[config.mk]
export PLATFORM = sky130hd
export DESIGN_NAME = roulette_wheel_selector
export DESIGN_NICKNAME = d
export VERILOG_FILES = /design/src/sv/rws_pkg.sv /design/src/sv/rws_ctrl.sv /design/src/sv/rws_dpath.sv /design/src/sv/roulette_wheel_selector.sv
export SDC_FILE = /design/constraint.sdc
export NUM_CORES = 1
export LEC_CHECK = 0
export ABC_AREA = 1
export BUFFER_PORTS_ARGS = -buffer_cell sky130_fd_sc_hd__buf_2
export CORE_MARGIN = 4
export CORE_UTILIZATION = 24
export CTS_CLUSTER_SIZE = 16
export DETAILED_ROUTE_END_ITERATION = 10
export RECOVER_POWER = 25
export REMOVE_ABC_BUFFERS = 1
export SYNTH_ARGS = -nofsm -noshare
export SYNTH_HDL_FRONTEND = slang
export SYNTH_SLANG_ARGS = --single-unit
[constraint.sdc]
create_clock -name clk -period 4.7 [get_ports clk]
set_input_delay 0.94 -clock clk [delete_from_list [all_inputs] [get_ports clk]]
set_output_delay 0.94 -clock clk [all_outputs]
set_load 0.01 [all_outputs]
[src/sv/rws_pkg.sv]
// Shared types and constants for the roulette wheel selector.
// No dependencies; every other file of the block refers to this package by scoped names.
`default_nettype none

package rws_pkg;

	// Population and field sizes.
	localparam int POP_SIZE = 16;
	localparam int IDX_W    = 4;
	localparam int PTR_W    = $clog2(POP_SIZE);
	localparam int W_W      = 16;
	localparam int RND_W    = 31;
	// The total of all weights fits in SUM_W bits.
	localparam int SUM_W    = W_W + $clog2(POP_SIZE);
	localparam int ACC_W    = SUM_W + 1;
	// One counter serves the sum pass, the modulo steps and the walk.
	localparam int CNT_W    = ($clog2(RND_W) > PTR_W) ? $clog2(RND_W) : PTR_W + 1;

	// Operation codes.
	localparam logic OP_WRITE  = 1'b0;
	localparam logic OP_SELECT = 1'b1;

	typedef struct packed {
		logic             operation;
		logic [IDX_W-1:0] weight_index;
		logic [W_W-1:0]   new_weight;
		logic [RND_W-1:0] random_value;
	} req_t;

	typedef struct packed {
		logic [IDX_W-1:0] selected_index;
		logic             zero_total_error;
	} rsp_t;

	// Commands from the controller to the datapath.
	typedef struct packed {
		logic load;       // capture a request, apply a weight write, clear the sum
		logic sum_step;   // add one weight to the total
		logic mod_init;   // clear the remainder and the counter
		logic mod_step;   // one restoring modulo step
		logic walk_init;  // clear the running sum and the counter
		logic walk_step;  // advance the walk by one member
		logic res_zero;   // result becomes index 0, no error
		logic res_err;    // result becomes index 0 with the error flag
		logic res_hit;    // result becomes the current member
	} dp_cmd_t;

	// Status from the datapath to the controller.
	typedef struct packed {
		logic sum_last;
		logic mod_last;
		logic walk_last;
		logic total_zero;
		logic hit;
	} dp_stat_t;

endpackage

`default_nettype wire

[src/sv/rws_ctrl.sv]
// Controller state machine of the roulette wheel selector.
// Depends on rws_pkg for the command and status structs.
`default_nettype none

module rws_ctrl (
	input  wire logic              clk,
	input  wire logic              arst_n,
	input  wire logic              start,
	input  wire logic              operation,
	input  wire rws_pkg::dp_stat_t stat,
	output rws_pkg::dp_cmd_t       cmd,
	output logic                   busy,
	output logic                   done
);

	localparam logic [2:0] S_IDLE   = 3'd0;
	localparam logic [2:0] S_SUM    = 3'd1;
	localparam logic [2:0] S_CHECK  = 3'd2;
	localparam logic [2:0] S_MOD    = 3'd3;
	localparam logic [2:0] S_WALK   = 3'd4;
	localparam logic [2:0] S_RESULT = 3'd5;

	logic [2:0] state_q;
	logic [2:0] state_d;

	// Next state and datapath commands.
	always_comb begin
		state_d = state_q;
		cmd     = '0;
		unique case (state_q)
			S_IDLE: begin
				if (start) begin
					cmd.load = 1'b1;
					if (operation == rws_pkg::OP_WRITE) begin
						cmd.res_zero = 1'b1;
						state_d      = S_RESULT;
					end else begin
						state_d = S_SUM;
					end
				end
			end
			S_SUM: begin
				cmd.sum_step = 1'b1;
				if (stat.sum_last) begin
					state_d = S_CHECK;
				end
			end
			S_CHECK: begin
				if (stat.total_zero) begin
					cmd.res_err = 1'b1;
					state_d     = S_RESULT;
				end else begin
					cmd.mod_init = 1'b1;
					state_d      = S_MOD;
				end
			end
			S_MOD: begin
				cmd.mod_step = 1'b1;
				if (stat.mod_last) begin
					cmd.walk_init = 1'b1;
					state_d       = S_WALK;
				end
			end
			S_WALK: begin
				cmd.walk_step = 1'b1;
				if (stat.hit) begin
					cmd.res_hit = 1'b1;
					state_d     = S_RESULT;
				end else if (stat.walk_last) begin
					cmd.res_zero = 1'b1;
					state_d      = S_RESULT;
				end
			end
			S_RESULT: begin
				state_d = S_IDLE;
			end
			default: begin
				state_d = S_IDLE;
			end
		endcase
	end

	// State register.
	always_ff @(posedge clk or negedge arst_n) begin
		if (!arst_n) begin
			state_q <= S_IDLE;
		end else begin
			state_q <= state_d;
		end
	end

	assign busy = (state_q != S_IDLE);
	assign done = (state_q == S_RESULT);

endmodule

`default_nettype wire

[src/sv/rws_dpath.sv]
// Datapath of the roulette wheel selector: weight table, total, modulo and walk.
// Depends on rws_pkg for types, widths and the command and status structs.
`default_nettype none

module rws_dpath (
	input  wire logic             clk,
	input  wire logic             arst_n,
	input  wire rws_pkg::req_t    request,
	input  wire rws_pkg::dp_cmd_t cmd,
	output rws_pkg::dp_stat_t     stat,
	output rws_pkg::rsp_t         result
);

	logic [rws_pkg::W_W-1:0]   weight_q [rws_pkg::POP_SIZE];
	logic [rws_pkg::CNT_W-1:0] cnt_q;
	logic [rws_pkg::SUM_W-1:0] sum_q;
	logic [rws_pkg::SUM_W-1:0] rem_q;
	logic [rws_pkg::SUM_W-1:0] acc_q;
	logic [rws_pkg::RND_W-1:0] rnd_q;
	logic [rws_pkg::IDX_W-1:0] sel_q;
	logic                      err_q;

	logic [rws_pkg::W_W-1:0]   rd_weight;
	logic [rws_pkg::ACC_W-1:0] walk_sum;
	logic [rws_pkg::ACC_W-1:0] rem_shift;
	logic [rws_pkg::ACC_W-1:0] rem_diff;
	logic                      rem_ge;
	logic                      wr_in_range;

	// The counter addresses the weight table during the sum and the walk.
	assign rd_weight = weight_q[cnt_q[rws_pkg::PTR_W-1:0]];

	// Running cumulative weight and the test against the reduced value.
	assign walk_sum = {1'b0, acc_q} + rws_pkg::ACC_W'(rd_weight);

	// One restoring modulo step: shift in the next random bit, subtract if it fits.
	assign rem_shift = {rem_q, rnd_q[rws_pkg::RND_W-1]};
	assign rem_diff  = rem_shift - {1'b0, sum_q};
	assign rem_ge    = (rem_shift >= {1'b0, sum_q});

	assign wr_in_range = ({1'b0, request.weight_index} < (rws_pkg::IDX_W + 1)'(rws_pkg::POP_SIZE));

	// Status toward the controller.
	always_comb begin
		stat.sum_last   = (cnt_q == rws_pkg::CNT_W'(rws_pkg::POP_SIZE - 1));
		stat.mod_last   = (cnt_q == rws_pkg::CNT_W'(rws_pkg::RND_W - 1));
		stat.walk_last  = (cnt_q == rws_pkg::CNT_W'(rws_pkg::POP_SIZE - 1));
		stat.total_zero = (sum_q == '0);
		stat.hit        = (walk_sum > {1'b0, rem_q});
	end

	// Weight table; it resets to all zero.
	always_ff @(posedge clk or negedge arst_n) begin
		if (!arst_n) begin
			for (int i = 0; i < rws_pkg::POP_SIZE; i++) begin
				weight_q[i] <= '0;
			end
		end else if (cmd.load && request.operation == rws_pkg::OP_WRITE && wr_in_range) begin
			weight_q[request.weight_index[rws_pkg::PTR_W-1:0]] <= request.new_weight;
		end
	end

	// Counter shared by the sum, modulo and walk phases.
	always_ff @(posedge clk) begin
		if (cmd.load || cmd.mod_init || cmd.walk_init) begin
			cnt_q <= '0;
		end else if (cmd.sum_step || cmd.mod_step || cmd.walk_step) begin
			cnt_q <= cnt_q + rws_pkg::CNT_W'(1);
		end
	end

	// Total of all weights.
	always_ff @(posedge clk) begin
		if (cmd.load) begin
			sum_q <= '0;
		end else if (cmd.sum_step) begin
			sum_q <= sum_q + rws_pkg::SUM_W'(rd_weight);
		end
	end

	// Random value shifts out most significant bit first during the modulo.
	always_ff @(posedge clk) begin
		if (cmd.load) begin
			rnd_q <= request.random_value;
		end else if (cmd.mod_step) begin
			rnd_q <= {rnd_q[rws_pkg::RND_W-2:0], 1'b0};
		end
	end

	// Remainder of the random value modulo the total.
	always_ff @(posedge clk) begin
		if (cmd.mod_init) begin
			rem_q <= '0;
		end else if (cmd.mod_step) begin
			rem_q <= rem_ge ? rem_diff[rws_pkg::SUM_W-1:0] : rem_shift[rws_pkg::SUM_W-1:0];
		end
	end

	// Cumulative weight during the walk.
	always_ff @(posedge clk) begin
		if (cmd.walk_init) begin
			acc_q <= '0;
		end else if (cmd.walk_step) begin
			acc_q <= walk_sum[rws_pkg::SUM_W-1:0];
		end
	end

	// Result register, held while the result is shown.
	always_ff @(posedge clk) begin
		if (cmd.res_zero) begin
			sel_q <= '0;
			err_q <= 1'b0;
		end else if (cmd.res_err) begin
			sel_q <= '0;
			err_q <= 1'b1;
		end else if (cmd.res_hit) begin
			sel_q <= rws_pkg::IDX_W'(cnt_q);
			err_q <= 1'b0;
		end
	end

	assign result.selected_index   = sel_q;
	assign result.zero_total_error = err_q;

endmodule

`default_nettype wire

[src/sv/roulette_wheel_selector.sv]
// Top level of the roulette wheel selector: controller and datapath.
// Depends on rws_pkg, rws_ctrl and rws_dpath.
//
// A request is taken when start is high and busy is low; every request gives one result,
// shown for a single cycle with done high, and the receiver cannot stall it. A weight
// write goes into the table at the edge that takes it. A select sums the 16 weights one
// per cycle, checks the total (a zero total gives the error result), reduces the random
// value by a restoring modulo one bit per cycle and walks the members one per cycle
// until the cumulative weight passes the remainder or the last member is reached, then
// shows the result; the next request is taken in the idle cycle that follows. The shared
// step counter and the single weight read port make these phases run one after another.
`default_nettype none

module roulette_wheel_selector (
	input  wire logic          clk,
	input  wire logic          arst_n,
	input  wire logic          start,
	input  wire rws_pkg::req_t request,
	output logic               busy,
	output logic               done,
	output rws_pkg::rsp_t      result
);

	rws_pkg::dp_cmd_t  cmd;
	rws_pkg::dp_stat_t stat;

	// Sequencer.
	rws_ctrl u_ctrl (
		.clk       (clk),
		.arst_n    (arst_n),
		.start     (start),
		.operation (request.operation),
		.stat      (stat),
		.cmd       (cmd),
		.busy      (busy),
		.done      (done)
	);

	// Weight table and arithmetic.
	rws_dpath u_dpath (
		.clk     (clk),
		.arst_n  (arst_n),
		.request (request),
		.cmd     (cmd),
		.stat    (stat),
		.result  (result)
	);

endmodule

`default_nettype wire

Word level (Yosys, flattened, before mapping)
Cells that the tools add are included.
Widths: inputs -> output; s select.

storage, ports and cells
  output and inout port bits = 7
  flip-flop bits (word level) = 360
  input bits = 55

operators by class
  mux-type cells = 36
  eq/ne operators = 11
  bitwise operators = 3
  reduce and logical (&&, ||, !) cells = 13
  $add $sub $neg = 4
  order comparisons = 5

operators by type and width
  cell                 count
  $bwmux 256           1
  $bmux 16 s4          1
  $demux 16 s4         1
  $mux 31              2
  $mux 16              3
  $add 20x16->21       1
  $ge 21x20->1         1
  $gt 21x20->1         1
  $mux 3               7
  $add 20x16->20       1
  $logic_not 20->1     1
  $mux 20              1
  $sub 20x20->20       1
  $mux 1               17
  $pmux 3 s5           1
  $ge 5x5->1 const B   2
  $not 4->5            2
  $eq 3x2->1 const B   2
  $eq 3x3->1 const B   2
  $ne 2x2->1 const B   3
  $add 5x1->5 const B  1
  $eq 5x4->1 const B   1
  $eq 5x5->1 const B   1
  $lt 5x1->1 const B   1
  other kinds (12)     17

Longest topological paths before layout
  depth in word-level cells = 10
  gate-level depth with buffers = 39
  mapped depth without buffers = 37

By module
A second synthesis with hierarchy kept.

second synthesis, totals
  cells, all modules = 2,541
  area total of the unflattened synthesis = 19,518.7 um^2

by module, submodules not included
  module     times used  area each (um^2)  cells an instance
  rws_dpath  1           19,224.7          2,488
  rws_ctrl   1           294.0             53

Least setup slack after synthesis
Ideal clock, no wire load.

  path type = reg2reg
  start = register u_dpath.cnt_q[0] in the netlist's numbering
  end = register u_dpath.sel_q[0] in the netlist's numbering
  slack = 0.508 ns
  period minus slack after synthesis = 4.192 ns
  cell stages (with the launch flop) = 37
  arrival = 4.076 ns
  data required time = 4.584 ns
  path buffers = 3
  cells stage by stage = dfxtp_1 > clkbuf_1 > clkbuf_1 > clkbuf_1 > nor2_1 > o22ai_1 > nand2_1 > nand3_1 > ha_1 > a21oi_1 > o21ai_0 > nor2_1 > nand2_1 > a21oi_1 > inv_1 > nand2_1 > nand2_1 > nand2_1 > nand2_1 > xor2_1 > ha_1 > nand2_1 > inv_1 > o21ai_0 > nand2_1 > a21oi_1 > nand2_1 > nand2_1 > nand2_1 > nand2_1 > nand2_1 > nand2_1 > nand2_1 > inv_1 > nand2_1 > nand3_1 > nor2_1

between the ends
  word-level cells in the longest chain between the ends = 9
  elaborated cells on any way between the ends = 13
  those cells by class = 1 x add/sub; 1 x order compare; 1 x eq/ne; 8 x mux; 1 x bitwise; 1 x reduce/logical

ends and longest elaborated chain
  what                                             line              text
  start, declared                                  rws_dpath.sv:15   logic [rws_pkg::CNT_W-1:0] cnt_q;
  start signal, assigned                           rws_dpath.sv:68   cnt_q <= cnt_q + rws_pkg::CNT_W'(1);
  $not 4->5 (implied by the code) (*)              rws_dpath.sv:31   assign rd_weight = weight_q[cnt_q[rws_pkg::PTR_W-1:0]];
  $bmux 16 s4 (*)                                  rws_dpath.sv:31
  $mux 16 (implied by the code) (*) (2 in series)  rws_dpath.sv:31
  $add 20x16->21 (*)                               rws_dpath.sv:34   assign walk_sum = {1'b0, acc_q} + rws_pkg::ACC_W'(rd_weight);
  named net u_dpath.walk_sum (one bit)             rws_dpath.sv:24   logic [rws_pkg::ACC_W-1:0] walk_sum;
  $gt 21x20->1 (*)                                 rws_dpath.sv:49   stat.hit = (walk_sum > {1'b0, rem_q});
  $mux 1                                           rws_ctrl.sv:66    if (stat.hit) begin
  $pmux 1 s2                                       rws_ctrl.sv:30    unique case (state_q)
  $reduce_or 2->1 (no line)                        n/a
  end signal, assigned                             rws_dpath.sv:117  sel_q <= rws_pkg::IDX_W'(cnt_q);
  end, declared                                    rws_dpath.sv:20   logic [rws_pkg::IDX_W-1:0] sel_q;

The timed path passes the listed nets; every way through them passes the cells marked *. The select of a mux whose other input is x is not followed.
A chain may end at the register's enable or synchronous reset.

Worst setup path in the final report
  start = register u_dpath.cnt_q[0] in the netlist's numbering
  end = register u_ctrl.state_q[0]

between the ends
  word-level cells in the longest chain between the ends = 8
  elaborated cells on any way between the ends = 14
  those cells by class = 1 x add/sub; 1 x order compare; 5 x eq/ne; 5 x mux; 1 x bitwise; 1 x reduce/logical

ends and longest elaborated chain
  what                                             line             text
  $not 4->5 (implied by the code) (*)              rws_dpath.sv:31
  $bmux 16 s4 (*)                                  rws_dpath.sv:31
  $mux 16 (implied by the code) (*) (2 in series)  rws_dpath.sv:31
  $add 20x16->21 (*)                               rws_dpath.sv:34
  named net u_dpath.walk_sum (one bit)             rws_dpath.sv:24
  $gt 21x20->1 (*)                                 rws_dpath.sv:49
  $mux 3 or $ne 3x3->1 (tied branches)             n/a
  $pmux 3 s5 or $reduce_and 4->1 (tied branches)   n/a
  end signal, assigned                             rws_ctrl.sv:88   state_q <= state_d;
  end, declared                                    rws_ctrl.sv:23   logic [2:0] state_q;

Marked as above.

==> reports/results.txt <==
Number of global-route vias before repair: 15.6k
Pins Over Slew Limit: 121
Die width: 288 µm
Initial antenna violation count: 1
Critical path's largest stage delay: 430 ps
Io pins: 62
Critical path's top delay family: simple AND/OR/NAND/NOR gates
Worst Path Arrival: 4900 ps
Synth warn: 0
Final GP Congestion: 0.854
Fin util: 28.7%
DP Wirelength: 36200 µm
Syn_area_per_cell: 7.86 µm²
Mapped cell area: 0.0188 mm²
#FFs+latches synth: 360
Area grow syn2layout: 18.3%
Routed length per placed instance: 15.9 µm
CTS tree: done
Largest net degree at the start of global routing: 122
Cell Chain, Critical Path: inv_6, buf_12, o21ai_0, o22ai_1, o211ai_1, nand3_2, ha_2, nand2_1, buf_4, nor2_1, a221oi_1, nand3_1, nand2_1, xor2_1, ha_1, nand4_1, nor4_1, nand3_1, nand2_1, nand2_1, nand2_1, nand2_1, nand3_1, nand2_1
Leakage: 0.0102 µW
Global-route wire length before repair: 87700 µm
Vias per cell: 4.68
DR vias: 16.4k
EDFF count, synth: 31
Core area: 0.0776 mm²
Fill cells: 8366
Share of cells above drive strength 1: 10.2%
CTS Buf Count: 41
Ys flop type: dfrtp_1
ANT nets after route: 0
Cell Pwr Density: 810 mW/mm²
Worst-Margin Slew: 3080 ps
DR DRC count: 0
Tot GR Track Use: 13.1%
Die Span Y: 288 µm
Clock skew after layout: 46.1 ps
Slew HR: -105%
Failing checks: capacitance limit, slew limit
1st-iter DRT viols: 1543
Final net count: 2565
Hold slack: 479 ps
H-tree level count: 2
CP max FO: 31
Die area: 0.0829 mm²
Register clock-pin slew on the reported worst setup and hold paths: 60 ps
Nature of the critical path endpoint: flop
Buf/Inv on CP: 3
Sequential element share of the synthesized area: 46.8%
Buffers on Ports: 61
Critical Path RT: 5160 ps
Final Setup Violations: 0
Yosys cell types: 45
Final number of hold-violating endpoints: 0
Total congestion overflow: 0
Hold Crit Class: reg2reg
Async SR Flop Fraction: 71.9%
FP Rows: 102
Most Frequent Cell on Critical Path: nand2_1
Syn Inst Count: 2395
IR drop worst, VDD: 0.000434 V
TritonRoute pass-1 iters: 5
Fmax: 0.226 GHz
Initial Utilization: 24.2%
Crit start category: flop
Status: finished, violations left
Max-Cap Viols: 1
Slowest cell on crit path: dfxtp_4
Routed Wire Length: 55900 µm
Tmin final: 4430 ps
Final worst-path cycle share: 94.3%
Clock Sinks: 360
Clk_lat worst skew: 590 ps
Longest Clk Path Bufs: 3
Crit Path Class: reg2reg
Root Driver: clkbuf_16
[worst register-to-register path, stage by stage, from the launching register on]
cell and delay (ps):
dfxtp_4 430, inv_6 100, buf_12 170, o21ai_0 210, o22ai_1 90, o211ai_1 300, nand3_2 220, ha_2 360
nand2_1 100, buf_4 120, nor2_1 40, a221oi_1 340, nand3_1 240, nand2_1 140, xor2_1 260, ha_1 200
nand4_1 100, nor4_1 230, nand3_1 180, nand2_1 100, nand2_1 70, nand2_1 70, nand2_1 100, nand3_1 90
nand2_1 50
[synth_stat cells (31+ instances only)]
cell type	number	area, µm²
nand2_1	585	2200
o21ai_0	419	2100
dfrtp_1	259	6480
nor2_1	190	713
inv_1	175	657
clkbuf_1	127	477
a21oi_1	107	536
ha_1	75	938
nand3_1	73	365
dfxtp_1	70	1400
o22ai_1	39	244
o21ai_1	35	175
edfxtp_1	31	931
[final timing paths]
path / start / end / slack, ps / cells after the start
max in group asynchronous: arst_n / u_dpath.weight_q[87] / 1550 / 1
min in group asynchronous: arst_n / u_dpath.weight_q[12] / 1330 / 1
min reg2reg: u_dpath.weight_q[233] / u_dpath.weight_q[233] / 480 / 2
max reg2reg: u_dpath.cnt_q[0] / u_ctrl.state_q[0] / 270 / 24
min: u_dpath.weight_q[233] / u_dpath.weight_q[233] / 480 / 2
max: u_dpath.cnt_q[0] / u_ctrl.state_q[0] / 270 / 24
[through the flow]
| step | cell area (µm²) | setup WS [ps] | std cells | TNS (ps) | power [µW] |
|---|---|---|---|---|---|
| 2_1_floorplan | 18300 | -3140 | 2253 | -95280 | 11400 |
| 3_3_place_gp | 20500 | 208 | 3421 | 0 | 14000 |
| 3_5_place_dp | 20500 | 129 | 3421 | 0 | 14100 |
| 4_1_cts | 21900 | 80.5 | 3496 | 0 | 17500 |
| 5_1_grt | 22300 | -30.3 | 3504 | -107 | 19700 |
| 6_report | 22300 | 268 | 3505 | 0 | 18000 |
[per-layer routing]
metal / share of wire (%) / wire length, µm / global-route usage [%] / vias up
met3: 5.3 / 2970 / 2.49 / 88
met2: 45 / 25300 / 20.8 / 391
li1: - / - / - / 8118
met4: 2.3 / 1310 / 3.57 / 0
met1: 47 / 26300 / 18.1 / 7815
met5: 0 / 0 / 0 / -
[area by class of cell]
cell class                      count  area, µm²  share of cell area (%)
Multi-Input combinational cell   1712       9000                    40.4
Sequential cell                   360       8820                    39.6
Tap cell                         1040       1300                    5.84
Clock buffer                       57       1180                    5.28
Timing Repair Buffer              136       1070                    4.80
Inverter                          181        684                    3.07
Clock inverter                     18        213                   0.955
Antenna cell                        1       2.50                  0.0112
[what timing repair did]
action / in CTS / in global routing
hold buffers: 0 / 0
setup endpoints to repair: 0 / 8
buffers inserted: 0 / 4
resized for setup: 0 / 45
[kinds of logic after synthesis]
kind of cell | after synthesis | synth area share [%]
xor+xnor | 42 | 1.96
compound gates | 692 | 20.1
buf+inv | 323 | 6.53
fa+ha+maj | 78 | 5.31
flops | 360 | 46.8
simple gates | 900 | 19.3
[layout by cell type (no fill, tap or decap), types with 4 or more instances in the layout]
| master | instances |
|---|---|
| xor2_1 | 27 |
| clkinv_1 | 5 |
| inv_1 | 173 |
| nor2_1 | 189 |
| buf_12 | 6 |
| o21a_1 | 6 |
| ha_4 | 9 |
| buf_2 | 60 |
| nand3_2 | 15 |
| clkbuf_16 | 45 |
| clkbuf_8 | 9 |
| clkbuf_1 | 7 |
| nand2_1 | 584 |
| a21oi_1 | 104 |
| o21ai_0 | 416 |
| buf_4 | 60 |
| nor3_1 | 12 |
| o22ai_1 | 39 |
| o211ai_1 | 24 |
| nand3_1 | 58 |
| xnor2_1 | 14 |
| a31oi_1 | 5 |
| o221ai_1 | 25 |
| o21bai_1 | 20 |
| o21ai_1 | 38 |
| nand4_1 | 17 |
| inv_2 | 4 |
| clkinv_2 | 9 |
| edfxtp_1 | 31 |
| dfrtp_1 | 259 |
| ha_1 | 64 |
| a21o_1 | 5 |
| nor4_1 | 9 |
| dfxtp_1 | 68 |
[sequential cells by signal, indices dropped and copies added (netlist names)]
| name | count |
|---|---|
| u_dpath.weight_q | 256 |
| u_dpath.acc_q | 20 |
| u_dpath.rem_q | 20 |
| u_dpath.sel_q | 4 |
| u_dpath.err_q | 1 |
| u_dpath.rnd_q | 31 |
| u_ctrl.state_q | 3 |
| u_dpath.sum_q | 20 |
| u_dpath.cnt_q | 5 |
[report_power, final]
part | switching, µW | internal, µW | leakage (µW)
registers | 639 | 4210 | 0.00437
logic | 6060 | 3830 | 0.00512
clock network | 1370 | 1930 | 0.000684
(Power assumes the default switching activity.)
